$ cat src/rpd_pkg.sv
// Shared constants and types for the rotation packet deframer.
package rpd_pkg;

	// Number of stored payload bytes in one packet (1 to 9).
	localparam int PAYLOAD_BYTES = 9;

	// Number of matrix element fields in one result word.
	localparam int NUM_FIELDS = 9;

	// Width of the packet position counter.
	localparam int POS_W = 4;

	typedef logic [7:0] byte_t;
	typedef logic [POS_W-1:0] pos_t;

	// Packet positions: header, first payload byte, emit point and last byte.
	localparam pos_t POS_START      = pos_t'(0);
	localparam pos_t POS_TYPE       = pos_t'(1);
	localparam pos_t POS_FIRST_DATA = pos_t'(2);
	localparam pos_t POS_EMIT       = pos_t'(PAYLOAD_BYTES + 2);
	localparam pos_t POS_LAST       = pos_t'(PAYLOAD_BYTES + 4);

	// Configuration register indexes.
	typedef enum logic [0:0] {
		CFG_START_CHAR  = 1'b0,
		CFG_PACKET_TYPE = 1'b1
	} cfg_idx_t;

	// Register reset values.
	localparam byte_t START_CHAR_RST  = 8'd36;
	localparam byte_t PACKET_TYPE_RST = 8'd10;

endpackage

$ cat src/rotation_packet_deframer_unit.sv
// Rotation packet deframer: frames 14-byte packets and emits the 3x3 matrix payload.
//
//  Channel  | Handshake             | Payload
//  ---------+-----------------------+-------------------------------
//  input    | in_valid / in_stall   | rx_byte
//  output   | out_valid / out_stall | m0 .. m8
//  config   | cfg_valid / cfg_ready | cfg_index, cfg_data
//
// Each byte is registered on arrival and decoded in the following cycle; a
// result word passes through the input register and then the result
// register; one byte is taken every cycle unless the input is stalled.
// Only the byte at the emit position, the twelfth of a packet, waits when a
// previous result is still held by a stalled output; while it waits the input
// is stalled, and all other bytes pass while the output is stalled.
// Reset clears the framer to hunting at position 0 and loads the default
// start and type bytes; the payload bytes are not reset.
module rotation_packet_deframer_unit
	import rpd_pkg::*;
(
	input  logic              clk,
	input  logic              arst_n,
	// Byte input
	input  logic              in_valid,
	output logic              in_stall,
	input  logic [7:0]        rx_byte,
	// Matrix output
	output logic              out_valid,
	input  logic              out_stall,
	output logic signed [7:0] m0,
	output logic signed [7:0] m1,
	output logic signed [7:0] m2,
	output logic signed [7:0] m3,
	output logic signed [7:0] m4,
	output logic signed [7:0] m5,
	output logic signed [7:0] m6,
	output logic signed [7:0] m7,
	output logic signed [7:0] m8,
	// Configuration writes
	input  logic              cfg_valid,
	output logic              cfg_ready,
	input  logic [0:0]        cfg_index,
	input  logic [7:0]        cfg_data
);

	byte_t start_char_q;
	byte_t packet_type_q;
	logic  locked_q;
	pos_t  pos_q;
	byte_t payload_q [PAYLOAD_BYTES];

	logic  valid_s1;
	byte_t byte_s1;

	logic  out_valid_q;
	byte_t out_q [NUM_FIELDS];

	logic  locked_nxt;
	pos_t  pos_nxt;
	logic  emit;
	logic  store;
	logic  advance;
	logic  load_out;

	// Configuration registers accept a write in every cycle.
	assign cfg_ready = 1'b1;

	always_ff @(posedge clk or negedge arst_n) begin
		if (!arst_n) begin
			start_char_q  <= START_CHAR_RST;
			packet_type_q <= PACKET_TYPE_RST;
		end else if (cfg_valid) begin
			unique case (cfg_idx_t'(cfg_index))
				CFG_START_CHAR:  start_char_q  <= cfg_data;
				CFG_PACKET_TYPE: packet_type_q <= cfg_data;
				default: ;
			endcase
		end
	end

	// Framing decision for the registered byte.
	always_comb begin
		locked_nxt = locked_q;
		pos_nxt    = pos_q;
		emit       = 1'b0;
		store      = 1'b0;
		priority if (!locked_q) begin
			if (byte_s1 == start_char_q) begin
				locked_nxt = 1'b1;
				pos_nxt    = POS_TYPE;
			end
		end else if (pos_q == POS_START) begin
			if (byte_s1 == start_char_q) begin
				pos_nxt = POS_TYPE;
			end else begin
				locked_nxt = 1'b0;
			end
		end else if (pos_q == POS_TYPE) begin
			if (byte_s1 == packet_type_q) begin
				pos_nxt = POS_FIRST_DATA;
			end else begin
				locked_nxt = 1'b0;
			end
		end else if (pos_q < POS_EMIT) begin
			store   = 1'b1;
			pos_nxt = pos_q + pos_t'(1);
		end else if (pos_q == POS_EMIT) begin
			emit    = 1'b1;
			pos_nxt = pos_q + pos_t'(1);
		end else if (pos_q < POS_LAST) begin
			pos_nxt = pos_q + pos_t'(1);
		end else if (pos_q == POS_LAST) begin
			pos_nxt = POS_START;
		end else begin
			locked_nxt = 1'b0;
		end
	end

	// The decoded byte retires unless it must emit into a full, stalled output.
	assign in_stall = valid_s1 && emit && out_valid_q && out_stall;
	assign advance  = valid_s1 && !in_stall;
	assign load_out = advance && emit;

	// Input register.
	always_ff @(posedge clk or negedge arst_n) begin
		if (!arst_n) begin
			valid_s1 <= 1'b0;
		end else if (in_valid && !in_stall) begin
			valid_s1 <= 1'b1;
		end else if (advance) begin
			valid_s1 <= 1'b0;
		end
	end

	always_ff @(posedge clk) begin
		if (in_valid && !in_stall) begin
			byte_s1 <= rx_byte;
		end
	end

	// Framer state.
	always_ff @(posedge clk or negedge arst_n) begin
		if (!arst_n) begin
			locked_q <= 1'b0;
			pos_q    <= POS_START;
		end else if (advance) begin
			locked_q <= locked_nxt;
			pos_q    <= pos_nxt;
		end
	end

	// Payload bytes, one slot per data position.
	always_ff @(posedge clk) begin
		for (int k = 0; k < PAYLOAD_BYTES; k++) begin
			if (advance && store && pos_q == POS_FIRST_DATA + pos_t'(k)) begin
				payload_q[k] <= byte_s1;
			end
		end
	end

	// Result register.
	always_ff @(posedge clk or negedge arst_n) begin
		if (!arst_n) begin
			out_valid_q <= 1'b0;
		end else if (load_out) begin
			out_valid_q <= 1'b1;
		end else if (!out_stall) begin
			out_valid_q <= 1'b0;
		end
	end

	for (genvar g = 0; g < NUM_FIELDS; g++) begin : g_field
		if (g < PAYLOAD_BYTES) begin : g_used
			always_ff @(posedge clk) begin
				if (load_out) begin
					out_q[g] <= payload_q[g];
				end
			end
		end else begin : g_unused
			always_ff @(posedge clk) begin
				if (load_out) begin
					out_q[g] <= '0;
				end
			end
		end
	end

	assign out_valid = out_valid_q;
	assign m0 = $signed(out_q[0]);
	assign m1 = $signed(out_q[1]);
	assign m2 = $signed(out_q[2]);
	assign m3 = $signed(out_q[3]);
	assign m4 = $signed(out_q[4]);
	assign m5 = $signed(out_q[5]);
	assign m6 = $signed(out_q[6]);
	assign m7 = $signed(out_q[7]);
	assign m8 = $signed(out_q[8]);

`ifndef SYNTHESIS
	// A loaded result always leaves the framer just past the emit position.
	a_emit_pos: assert property (@(posedge clk) disable iff (!arst_n)
		load_out |=> (pos_q == POS_EMIT + pos_t'(1) && locked_q && out_valid_q))
		else $error("result loaded without moving past the emit position");

	// Input only waits behind an emit byte that meets a stalled full output.
	a_stall_cause: assert property (@(posedge clk) disable iff (!arst_n)
		in_stall |-> (valid_s1 && locked_q && pos_q == POS_EMIT && out_valid_q))
		else $error("input stalled without a blocked emit");

	// The position never leaves the packet range.
	a_pos_range: assert property (@(posedge clk) disable iff (!arst_n)
		pos_q <= POS_LAST)
		else $error("packet position out of range");
`endif

endmodule
$ cat config.mk
export PLATFORM = sky130hd
export DESIGN_NAME = rotation_packet_deframer_unit
export DESIGN_NICKNAME = d
export VERILOG_FILES = /design/src/rpd_pkg.sv /design/src/rotation_packet_deframer_unit.sv
export SDC_FILE = /design/constraint.sdc
export NUM_CORES = 1
export LEC_CHECK = 0
export BUFFER_PORTS_ARGS = -buffer_cell sky130_fd_sc_hd__buf_4
export CELL_PAD_IN_SITES_DETAIL_PLACEMENT = 1
export CELL_PAD_IN_SITES_GLOBAL_PLACEMENT = 1
export CORE_ASPECT_RATIO = 2
export CORE_UTILIZATION = 43
export CTS_BUF_LIST = sky130_fd_sc_hd__clkbuf_4 sky130_fd_sc_hd__clkbuf_8 sky130_fd_sc_hd__clkbuf_16
export CTS_CLUSTER_SIZE = 14
export DETAILED_ROUTE_END_ITERATION = 8
export PLACE_DENSITY_LB_ADDON = 0.1
export SLEW_MARGIN = 20
export SYNTH_ARGS = -nofsm -noshare
export SYNTH_HDL_FRONTEND = slang
export SYNTH_SLANG_ARGS = --single-unit
$ cat constraint.sdc
create_clock -name clk -period 5.2 [get_ports clk]
set_clock_uncertainty 0.15 [all_clocks]
set_input_delay 1.3 -clock clk [delete_from_list [all_inputs] [get_ports clk]]
set_output_delay 1.3 -clock clk [all_outputs]
set_load 0.02 [all_outputs]
==> results.json <==
{
  "status": "finished clean",
  "vias": 2884,
  "async_reset_ff_share_pct": 13.1,
  "worstHoldStart": "payload_q[0][62]",
  "synthXorXnorAreaFrac_pct": 2.32,
  "drive_gt1_share_pct": 40.9,
  "wirelength_microns": 11600,
  "fin_crit_ps": 3480,
  "start_kind": "primary input",
  "ios": 97,
  "cts_setup_buffers": 0,
  "cts_buffers": 17,
  "vias_per_cell": 4.83,
  "drt_drc_violations_left": 0,
  "cts_tree": "built",
  "start_util_pct": 44.4,
  "clock-sinks": 175,
  "maxSlewHeadroom_pct": 38.8,
  "place_congestion": 0.809,
  "place_ws_ps": 1710,
  "cp_max_fo": 6,
  "dr.pass1.iters": 4,
  "r2r_slack_ps": 2460,
  "die-height_microns": 169,
  "cts-hold-fix-buffers": 0,
  "nets": 425,
  "grt_first_pass_wirelength_microns": 17200,
  "layout_commonest_cell": "edfxtp_1",
  "layout_common_cells": "edfxtp_1 (152), buf_4 (100), dfrtp_1 (19)",
  "cts_buffer_depth": 2,
  "setup_tns_ps": 0,
  "avgSynthCellArea_sq_um": 21.4,
  "cts-root-buf": "clkbuf_16",
  "crit_path_frequent_cell": "buf_4",
  "cts_resized": 0,
  "drv_slew": 0,
  "ys_ff_latch": 175,
  "core_area_sq_um": 13600,
  "rows": 60,
  "tightest_slew_ps": 918,
  "synth.area.mux_share_pct": 3.15,
  "cp-end-kind": "output pin",
  "setup_violations": 0,
  "grt_overflow": 0,
  "hp-class": "flip-flop to flip-flop",
  "first_global_vias": 3057,
  "nFillCells": 1210,
  "syn_area_sq_um": 6030,
  "reg2reg_from": "pos_q[0]",
  "clk_latency_ps": 430,
  "antenna_found_initial": 0,
  "crit_required_ps": 3750,
  "grt_max_degree": 73,
  "regArea_sq_um": 5140,
  "synth_top_family_by_area": "simple AND/OR/NAND/NOR gates",
  "setup_ws_ps": 1720,
  "clkTransAtPathRegs_ps": 70,
  "io_buffer_count": 95,
  "drv_cap": 0,
  "hpwl_microns": 8060,
  "final-hold-violation-count": 0,
  "syn_to_final_growth_pct": 26.4,
  "synth-edff-count": 152,
  "first_iter_violations": 148,
  "utilization_pct": 56.1,
  "synth_fa_ha_area_share_pct": 1.04,
  "slowest_stage": "nor3_4",
  "grt_usage_pct": 17.0,
  "yosys.area_share.simple_pct": 4.82,
  "cp-startpoint": "out_stall",
  "slowest_delay_ps": 300,
  "critPathArrivalTime_ps": 2030,
  "yosysWarnings": 0,
  "synth-compound-area-share_pct": 2.35,
  "max_freq_mhz": 288,
  "ant_nets": 0,
  "synth_cells": 282,
  "htreeDepth": 4,
  "wl_per_cell_microns": 19.5,
  "synth_cell_type_count": 45,
  "multi_input_area_sq_um": 840,
  "ys.flop_type": "edfxtp_1",
  "rsz0062_at_grt": "no",
  "die_width_microns": 85.7,
  "cp_cell_sequence": "buf_4, nand2_1, nor3_4, buf_4",
  "post-route-period-util_pct": 66.9,
  "synth_nets": 309,
  "p_per_area_nw_per_um2": 449,
  "n_antenna_cell": 0,
  "irDropWorstVdd_mv": 0.269,
  "yosysSeqAreaShare_pct": 85.3,
  "critPathKind": "primary input to output pin",
  "dieArea_sq_um": 14500,
  "leakagePower_uw": 0.00278
}
[report_power, final]
part / switching, uW / total [uW] / internal (uW)
combinational: 237 / 403 / 166
sequential: 91.8 / 1740 / 1640
clock: 588 / 1280 / 695
total: 917 / 3420 / 2510
[cells in the mapped netlist, types with 2 or more instances]
cell type	number	area [sq um]
a21oi_1	4	20.0
and2_1	7	43.8
and3_1	2	12.5
buf_4	2	15.0
dfrtp_1	19	475
dfstp_2	4	105
edfxtp_1	152	4560
ha_1	5	62.6
inv_1	5	18.8
mux2_2	16	180
nand2_1	8	30.0
nand4_1	4	25.0
nor2_1	3	11.3
nor2_2	2	12.5
nor2b_1	2	12.5
nor3_1	2	10.0
or2_2	2	12.5
xnor2_1	16	140
[registers in the layout, indices dropped and copies added, names as in the netlist]
register       flops
locked_q           1
byte_s1            8
out_q             72
out_valid          1
start_char_q       8
payload_q         72
packet_type_q      8
pos_q              4
valid_s1           1
[critical path, delay by kind of cell]
kind          cells  cell delay, ps
simple gates      2             420
buf+inv           2             300
[cell families (layout without fill, tap and decap cells)]
| kind of cell | after synthesis | in the layout |
|---|---|---|
| flops | 175 | 175 |
| other cells | 1 | 1 |
| xor+xnor | 16 | 16 |
| simple gates | 41 | 41 |
| compound gates | 18 | 18 |
| mux | 17 | 17 |
| fa+ha+maj | 5 | 5 |
| buf+inv | 9 | 138 |
[routing by layer]
layer / vias up / GRT usage [%] / share of wire (%)
met2: 79 / 32.7 / 59
li1: 1314 / - / -
met4: 0 / 7.32 / 2.5
met3: 25 / 4.47 / 3.7
met1: 1466 / 16.6 / 35
met5: - / 0 / 0
[final timing paths]
kind                            depth (start not counted)               to
min in group asynchronous                               1  start_char_q[1]
worst max-delay path                                    4         in_stall
max in group asynchronous                               1  start_char_q[5]
worst max register to register                          5     out_q[0][23]
worst min register to register                          0     out_q[0][62]
worst min-delay path                                    0     out_q[0][62]
[layout make-up]
type	count	area share, %
clock buffer	17	5.58
clock inverter	15	2.50
inverter	6	0.476
multi-input combinational	98	11.0
sequential	175	67.5
tap	186	3.05
timing repair buffer	100	9.85
[stage by stage]
step | power [uW] | cells | hold WS, ps | instance area (sq um)
floorplan | 2020 | 282 | 250 | 6030
global placement | 2160 | 565 | 251 | 7000
detailed placement | 2180 | 565 | 256 | 7000
CTS | 3460 | 597 | 267 | 7620
global route | 3540 | 597 | 275 | 7620
finish | 3420 | 597 | 270 | 7620
Note: power is estimated with default switching activity, not from simulation.
